--- config.mk ---
export PLATFORM = sky130hd
export DESIGN_NAME = arith_prime_coprocessor
export DESIGN_NICKNAME = d
export VERILOG_FILES = /design/src/design/apc_pkg.sv /design/src/design/arith_prime_coprocessor.sv
export SDC_FILE = /design/constraint.sdc
export NUM_CORES = 2
export LEC_CHECK = 0
export BUFFER_PORTS_ARGS = -buffer_cell sky130_fd_sc_hd__clkbuf_2
export CAP_MARGIN = 0
export CORE_ASPECT_RATIO = 1.75
export CORE_UTILIZATION = 25
export CTS_CLUSTER_SIZE = 16
export DETAILED_ROUTE_END_ITERATION = 6
export PLACE_DENSITY = 0.44
export SYNTH_ARGS = -nofsm -noshare
export SYNTH_HDL_FRONTEND = slang
export SYNTH_SLANG_ARGS = --single-unit
--- constraint.sdc ---
create_clock -name clk -period 16.2 [get_ports clk]
set_input_delay 1.62 -clock clk [delete_from_list [all_inputs] [get_ports clk]]
set_output_delay 1.62 -clock clk [all_outputs]
set_load 0.02 [all_outputs]
--- src/design/apc_pkg.sv ---
// Package for the arithmetic coprocessor: opcodes, status codes, payload types
// and the sequencer state type. No dependencies.
package apc_pkg;

  localparam logic [7:0] OP_ADD   = 8'h2B;
  localparam logic [7:0] OP_SUB   = 8'h2D;
  localparam logic [7:0] OP_MUL   = 8'h2A;
  localparam logic [7:0] OP_DIV   = 8'h2F;
  localparam logic [7:0] OP_PRIME = 8'h70;

  localparam logic [1:0] ST_OK       = 2'd0;
  localparam logic [1:0] ST_DIVZERO  = 2'd1;
  localparam logic [1:0] ST_BADOP    = 2'd2;
  localparam logic [1:0] ST_PRIMEERR = 2'd3;

  localparam logic [31:0] TOP_VALUE = 32'h7FFF_FFFF;

  typedef struct packed {
    logic [7:0]         opcode;
    logic signed [31:0] operand_b;
    logic signed [15:0] operand_c;
  } apc_in_t;

  typedef struct packed {
    logic signed [31:0] answer;
    logic [1:0]         status;
  } apc_out_t;

  typedef enum logic [2:0] {
    S_IDLE,
    S_DIV,
    S_NEXT,
    S_TEST,
    S_REM
  } apc_state_t;

endpackage

--- src/design/arith_prime_coprocessor.sv ---
// Arithmetic coprocessor: add/sub/mul with a registered result; divide and nth-prime
// search on one shared restoring divider (one quotient bit per cycle).
// Divide runs 32 divider steps; a prime search, per candidate, steps through
// S_NEXT and S_TEST plus up to sqrt(n) trial divisions on the divider.
// One command at a time: the next command can be taken in the cycle after the result transfer.
// Reset (rst_n low, synchronous) returns the sequencer to idle and clears out_valid.
module arith_prime_coprocessor
  import apc_pkg::*;
(
  input  logic     clk,
  input  logic     rst_n,
  input  logic     in_valid,
  output logic     in_stall,
  input  apc_in_t  in_data,
  output logic     out_valid,
  input  logic     out_stall,
  output apc_out_t out_data
);

  apc_state_t state_r, state_nxt;

  logic        out_valid_r, out_valid_nxt;
  apc_out_t    out_r, out_nxt;
  // divider
  logic [31:0] rem_r, rem_nxt;
  logic [31:0] quo_r, quo_nxt;
  logic [31:0] dvs_r, dvs_nxt;
  logic [4:0]  cnt_r, cnt_nxt;
  logic        neg_r, neg_nxt;
  // prime search
  logic [31:0] cand_r, cand_nxt;
  logic [16:0] trial_r, trial_nxt;
  logic [33:0] sq_r, sq_nxt;
  logic [14:0] found_r, found_nxt;
  logic [14:0] count_r, count_nxt;

  logic        accept;
  logic        out_take;
  logic        div_last;
  logic [32:0] shl;
  logic        ge;
  logic [32:0] rem_step;
  logic [31:0] quo_step;
  logic [31:0] sext_c;
  logic [31:0] mag_b;
  logic [31:0] mag_c;
  logic [31:0] product;
  logic        sq_gt;

  assign in_stall  = (state_r != S_IDLE) || out_valid_r;
  assign accept    = in_valid && !in_stall;
  assign out_take  = out_valid_r && !out_stall;
  assign out_valid = out_valid_r;
  assign out_data  = out_r;

  // Operand preparation
  assign sext_c  = {{16{in_data.operand_c[15]}}, in_data.operand_c};
  assign mag_b   = in_data.operand_b[31] ? (32'd0 - in_data.operand_b) : in_data.operand_b;
  assign mag_c   = sext_c[31] ? (32'd0 - sext_c) : sext_c;
  assign product = in_data.operand_b * sext_c;

  // Shared divider step
  assign shl      = {rem_r, quo_r[31]};
  assign ge       = shl >= {1'b0, dvs_r};
  assign rem_step = ge ? (shl - {1'b0, dvs_r}) : shl;
  assign quo_step = {quo_r[30:0], ge};
  assign div_last = (cnt_r == 5'd31);
  assign sq_gt    = sq_r > {2'b00, cand_r};

  // Next state
  always_comb begin
    state_nxt = state_r;
    case (state_r)
      S_IDLE: begin
        if (accept) begin
          if (in_data.opcode == OP_DIV && sext_c != 32'd0) begin
            state_nxt = S_DIV;
          end else if (in_data.opcode == OP_PRIME && !in_data.operand_c[15]
                       && in_data.operand_c != 16'sd0) begin
            state_nxt = S_NEXT;
          end
        end
      end
      S_DIV: begin
        if (div_last) state_nxt = S_IDLE;
      end
      S_NEXT: begin
        if (cand_r == TOP_VALUE) state_nxt = S_IDLE;
        else state_nxt = S_TEST;
      end
      S_TEST: begin
        if (sq_gt) begin
          if (found_r + 15'd1 == count_r) state_nxt = S_IDLE;
          else state_nxt = S_NEXT;
        end else begin
          state_nxt = S_REM;
        end
      end
      S_REM: begin
        if (div_last) begin
          if (rem_step == 33'd0) state_nxt = S_NEXT;
          else state_nxt = S_TEST;
        end
      end
      default: state_nxt = S_IDLE;
    endcase
  end

  // Datapath and outputs
  always_comb begin
    out_valid_nxt = out_valid_r;
    out_nxt       = out_r;
    rem_nxt       = rem_r;
    quo_nxt       = quo_r;
    dvs_nxt       = dvs_r;
    cnt_nxt       = cnt_r;
    neg_nxt       = neg_r;
    cand_nxt      = cand_r;
    trial_nxt     = trial_r;
    sq_nxt        = sq_r;
    found_nxt     = found_r;
    count_nxt     = count_r;
    if (out_take) out_valid_nxt = 1'b0;
    case (state_r)
      S_IDLE: begin
        if (accept) begin
          out_nxt.answer = 32'sd0;
          out_nxt.status = ST_OK;
          out_valid_nxt  = 1'b1;
          case (in_data.opcode)
            OP_ADD: out_nxt.answer = in_data.operand_b + sext_c;
            OP_SUB: out_nxt.answer = in_data.operand_b - sext_c;
            OP_MUL: out_nxt.answer = product;
            OP_DIV: begin
              if (sext_c == 32'd0) begin
                out_nxt.status = ST_DIVZERO;
              end else begin
                out_valid_nxt = 1'b0;
                rem_nxt = 32'd0;
                quo_nxt = mag_b;
                dvs_nxt = mag_c;
                cnt_nxt = 5'd0;
                neg_nxt = in_data.operand_b[31] ^ sext_c[31];
              end
            end
            OP_PRIME: begin
              if (in_data.operand_c[15]) begin
                out_nxt.status = ST_PRIMEERR;
              end else if (in_data.operand_c == 16'sd0) begin
                out_nxt.answer = in_data.operand_b;
              end else begin
                out_valid_nxt = 1'b0;
                cand_nxt  = (in_data.operand_b < 32'sd1) ? 32'd1 : in_data.operand_b;
                found_nxt = 15'd0;
                count_nxt = in_data.operand_c[14:0];
              end
            end
            default: out_nxt.status = ST_BADOP;
          endcase
        end
      end
      S_DIV: begin
        rem_nxt = rem_step[31:0];
        quo_nxt = quo_step;
        cnt_nxt = cnt_r + 5'd1;
        if (div_last) begin
          out_nxt.answer = neg_r ? (32'd0 - quo_step) : quo_step;
          out_nxt.status = ST_OK;
          out_valid_nxt  = 1'b1;
        end
      end
      S_NEXT: begin
        if (cand_r == TOP_VALUE) begin
          out_nxt.answer = 32'sd0;
          out_nxt.status = ST_PRIMEERR;
          out_valid_nxt  = 1'b1;
        end else begin
          cand_nxt  = cand_r + 32'd1;
          trial_nxt = 17'd2;
          sq_nxt    = 34'd4;
        end
      end
      S_TEST: begin
        if (sq_gt) begin
          // no divisor up to sqrt: candidate is prime
          found_nxt = found_r + 15'd1;
          if (found_r + 15'd1 == count_r) begin
            out_nxt.answer = cand_r;
            out_nxt.status = ST_OK;
            out_valid_nxt  = 1'b1;
          end
        end else begin
          rem_nxt = 32'd0;
          quo_nxt = cand_r;
          dvs_nxt = {15'd0, trial_r};
          cnt_nxt = 5'd0;
        end
      end
      S_REM: begin
        rem_nxt = rem_step[31:0];
        quo_nxt = quo_step;
        cnt_nxt = cnt_r + 5'd1;
        if (div_last) begin
          // (d+1)^2 = d^2 + 2d + 1
          trial_nxt = trial_r + 17'd1;
          sq_nxt    = sq_r + {16'd0, trial_r, 1'b1};
        end
      end
      default: ;
    endcase
  end

  // Control registers
  always_ff @(posedge clk) begin
    if (!rst_n) begin
      state_r     <= S_IDLE;
      out_valid_r <= 1'b0;
    end else begin
      state_r     <= state_nxt;
      out_valid_r <= out_valid_nxt;
    end
  end

  // Payload registers
  always_ff @(posedge clk) begin
    out_r   <= out_nxt;
    rem_r   <= rem_nxt;
    quo_r   <= quo_nxt;
    dvs_r   <= dvs_nxt;
    cnt_r   <= cnt_nxt;
    neg_r   <= neg_nxt;
    cand_r  <= cand_nxt;
    trial_r <= trial_nxt;
    sq_r    <= sq_nxt;
    found_r <= found_nxt;
    count_r <= count_nxt;
  end

endmodule

# Word level (Yosys, flattened, before mapping)
# Index checks and enable logic that the tools add are counted.
# W data, S select, Z words.
[op_classes] n_shift=0 div=0 order_cmp=3 n_eq_ne=26 n_addsub=11 multipliers=1 n_mux=76 reduce_logical=32 bitwise_logic=4
[ops] op="$mux W32" count=23
[ops] op="$mux W34" count=7
[ops] op="$pmux W32 S3" count=2
[ops] op="$pmux W34 S4" count=1
[ops] op="$pmux W32 S2" count=2
[ops] op="$pmux W32 S4" count=1
[ops] op="$mux W15" count=5
[ops] op="$pmux W34 S2" count=1
[ops] op="$sub A1 B32 Y32 const A" count=2
[ops] op="$add A34 B18 Y34" count=1
[ops] op="$gt A34 B32 Y1" count=1
[ops] op="$mux W17" count=2
[ops] op="$pmux W17 S2" count=1
[ops] op="$ge A33 B32 Y1" count=1
[ops] op="$logic_not A33 Y1" count=1
[ops] op="$mux W33" count=1
[ops] op="$sub A33 B32 Y33" count=1
[ops] op="$add A32 B1 Y32 const B" count=1
[ops] op="$add A32 B32 Y32" count=1
[ops] op="$eq A32 B31 Y1 const B" count=1
[ops] op="$eq A8 B6 Y1 const B" count=4
[ops] op="$logic_not A32 Y1" count=1
[ops] op="$lt A32 B2 Y1 const B" count=1
[ops] op="$mul A32 B16 Y32" count=1
[ops] op="41 further kinds" count=90
[totals] regBits=253 n_memories=0 out_inout_bits=36 mem_bits_rw=0 romBits=0 word_cells=167 latchBits=0 inputBits=60

# Longest topological paths before layout
[depth] depth_word=7 depth_mapped=27

# Least setup slack after synthesis
# No wires, ideal clock.
[synth_timing] path_kind="input -> register" from="in in_data[3] in the netlist's numbering" to="reg out_r, in the netlist out_data[31] (data pin)" setup_slack_ns=7.889 setup_ns=0.268 arrival_ns=8.043 path_buffers=3 stages=22 cell_sequence="buf_2 clkbuf_1 clkbuf_1 nand2_1 fa_1 fa_1 fa_1 inv_1 fa_1 fa_1 inv_1 fa_1 inv_1 ha_1 or4_1 o41ai_1 o21ai_1 a221oi_1 a21oi_1 xnor2_1 a221oi_1 o21ai_1"
[synth_rtl] element="from (decl)" line_no="arith_prime_coprocessor.sv:14" rtl="input apc_in_t in_data,"
[synth_rtl] element="to (signal assigned)" line_no="arith_prime_coprocessor.sv:226" rtl="out_r <= out_nxt;"
[synth_rtl] element="to (decl)" line_no="arith_prime_coprocessor.sv:23" rtl="apc_out_t out_r, out_nxt;"

==> results_dict.tcl <==
set metrics [dict create \
    synth_edf_count 235 \
    internal-power_mw 2.71 \
    utilization_pct 27.7 \
    synth_seq_cells 239 \
    clock_sinks 239 \
    setup_viol 0 \
    die_w_um 269 \
    synth.distinct_cells 94 \
    yosys.area_share.simple_pct 18.8 \
    power_leakage_nw 14.7 \
    postPlaceCellArea_um2 33600 \
    cp_max_fo 30 \
    vias 26400 \
    status "finished, final reports clean" \
    cts.reportedPaths.clkPinSlew_ns 0.07 \
    ant_nets 0 \
    drv_cap 0 \
    grt_use_met1_pct 19.7 \
    busiest_layer "met2" \
    clock.fmax_mhz 121 \
    wl_per_cell_um 24.0 \
    critPathKind "primary input to flip-flop" \
    seq_area_frac_synth_pct 22.8 \
    use_met3_pct 1.88 \
    routabilityCongestion 0.908 \
    power.total_mw 5.73 \
    power_frac_comb_pct 77.0 \
    synthArstFlopShare_pct 0 \
    cts-resized-gates 0 \
    syn_nets 4168 \
    fin_crit_ns 8.29 \
    drt_iter0_markers 1765 \
    grt_antenna_before_repair 5 \
    ir_drop_v 0.000205 \
    arrival_ns 8.64 \
    synth-compound-area-share_pct 13.3 \
    ctsHoldBuffers 0 \
    hold_viol 0 \
    avgSynthCellArea_um2 8.73 \
    pin_count 96 \
    h-tree-depth 1 \
    grt_overflow 0 \
    die_h_um 470 \
    cp.required_ns 16.55 \
    final_area_um2 34400 \
    layout_commonest_cell "inv_1" \
    synth_top_family_by_area "adder cells" \
    fin_nets 4160 \
    p_sw_mw 3.02 \
    finalClockSkew_ns 0.0374 \
    synth-xor-area-share_pct 8.06 \
    hpwl_mm 97.3 \
    hp-class "flip-flop to flip-flop" \
    cp-start-kind "primary input" \
    rsz0062_at_grt "false" \
    powerDensity_nw_per_um2 166 \
    yosys_warnings 0 \
    clkPwrFrac_pct 11.0 \
    grt_max_degree 65 \
    pwr-share-seq_pct 12.0 \
    worstMarginPinSlew_ns 1.28 \
    synth_ff_type "edfxtp_1" \
    synthMuxAreaShare_pct 0.260 \
    synth_area_um2 31300 \
    cts_buffers 26 \
    grt_use_met2_pct 39.5 \
    fin_setup_tns_ns 0 \
    post-cts-setup-buffers 0 \
    track_usage_pct 19.8 \
    drtPass1Iterations 6 \
    fillerInstances 13500 \
    finalCritPeriodShare_pct 51.2 \
    clk_latency_ns 0.61 \
    grt_pass1_wl_mm 187 \
    endpoint_kind "flip-flop" \
    final_cell_mix "501 x inv_1, 451 x nand2_1, 307 x fa_1, 235 x edfxtp_1, 228 x nor2_1" \
    grt_pass1_vias 28200 \
    drc 0 \
    yosys.area_share.adder_pct 28.4 \
    cts-root-buf "clkbuf_16" \
    clk_path_buf_depth 3 \
    post_drt_via_cell_ratio 5.04 \
    switching_share_pct 52.8 \
    drt-total-wl_mm 126 \
    dieArea_um2 127000 \
    syn2layout_area_growth_pct 10.0 \
    row_count 171 \
    synth_cells 3582 \
    fp.coreArea_um2 124000 \
    numPortBuffers 95 \
    slew_violations 0 \
    drive_gt1_share_pct 6.65 \
    initial_core_util_pct 25.2 \
    relSlewSlack_pct 14.4 \
    tritoncts "done" \
]
## sequential cells by signal (all words and copies together), names as in the netlist
signal / count
out_data: 34
sq_r: 34
cand_r: 32
quo_r: 32
rem_r: 32
dvs_r: 18
trial_r: 17
count_r: 15
found_r: 15
cnt_r: 5
state_r: 3
neg_r: 1
out_valid: 1
## metrics by stage
step | hold slack [ns] | instances | worst slack (ns)
2_1_floorplan | 0.549 | 3582 | 7.89
3_3_place_gp | 0.593 | 5189 | 7.23
3_5_place_dp | 0.597 | 5189 | 7.24
4_1_cts | 0.606 | 5236 | 7.90
5_1_grt | 0.626 | 5237 | 7.47
6_report | 0.602 | 5238 | 7.91
## layout make-up
class	count	area (µm²)	area share (%)
flip-flops and latches	239	7140	20.7
diodes	2	5.00	0.0145
well taps	1643	2060	5.97
clock inverters	19	170	0.494
multi-input cells	2650	21600	62.7
clock buffers	28	658	1.91
inverters	503	1890	5.49
repair buffers	154	918	2.67
## per-layer routing
metal	vias to the layer above	wire length, µm
met4	4	7380
met3	272	4170
met2	695	70300
met5	-	27
li1	11900	-
met1	13500	43800
## path summary, 6_finish.rpt
path                                  from            to  slack, ns  depth (start not counted)
worst max register to register   dvs_r[30]  out_data[26]      10.40                         18
worst max-delay path            in_data[9]  out_data[30]       7.91                         25
worst min register to register     sq_r[0]       sq_r[0]       0.60                          1
worst min-delay path               sq_r[0]       sq_r[0]       0.60                          1
## critical path, cell delays in order
cell and delay (ns):
clkbuf_2 0.66, nand2_1 0.18, fa_1 0.57, inv_1 0.05, fa_1 0.49, inv_1 0.05
fa_1 0.47, inv_1 0.05, fa_1 0.53, fa_1 0.55, inv_1 0.05, fa_1 0.58
inv_1 0.06, ha_1 0.22, or4_1 0.60, nor3_1 0.21, a221oi_1 0.12, buf_4 0.19
a221oi_1 0.48, nor2b_1 0.09, o21ai_0 0.16, nand2b_1 0.12, or2_2 0.28, nand3_1 0.12
o311ai_1 0.11
## cells by family (layout without fill, tap and decap cells)
kind of cell             after synthesis  after routing
multiplexers                           8              8
AND/OR/NAND/NOR                     1211           1211
flip-flops                           239            239
XOR/XNOR                             288            288
other                                  0              2
buffers and inverters                693            704
AO/OA/AOI/OAI                        617            617
adder cells (fa/ha/maj)              526            526
## power groups by stage
stage	sequential [mW]	combinational, mW	clock (mW)
2_1_floorplan	0.704	2.97	0
3_3_place_gp	0.704	4.45	0
3_5_place_dp	0.703	4.43	0
4_1_cts	0.690	4.46	0.646
5_1_grt	0.690	4.90	0.661
6_report	0.689	4.41	0.629
## cell usage after synthesis, drive strengths merged, types with 7 or more instances
library cell	count	area share, %
o21bai	10	0.24
inv	503	6.0
fa	307	20
or3	31	0.65
or2	7	0.14
a211oi	17	0.42
xor2	150	4.2
a21oi	127	2.1
nor4	18	0.41
buf	24	0.35
o21a	20	0.48
and4	7	0.20
o31ai	24	0.64
nor2	229	2.7
o211ai	23	0.55
nand3	69	1.1
o221ai	18	0.50
nand4	41	0.82
a222oi	19	0.61
clkbuf	166	2.0
nand3b	34	0.82
a221oi	15	0.42
and3	24	0.48
nor3	58	1.0
a21o	56	1.3
o2111ai	7	0.20
nor2b	19	0.38
xnor2	138	3.9
nand2	452	5.4
ha	219	8.8
a31oi	20	0.45
or4	8	0.20
edfxtp	235	23
a22oi	25	0.60
mux2i	7	0.22
o21ai	165	2.7
and2	175	3.5
nand2b	25	0.50
o41ai	9	0.25
Note: power is estimated with default switching activity, not from simulation.
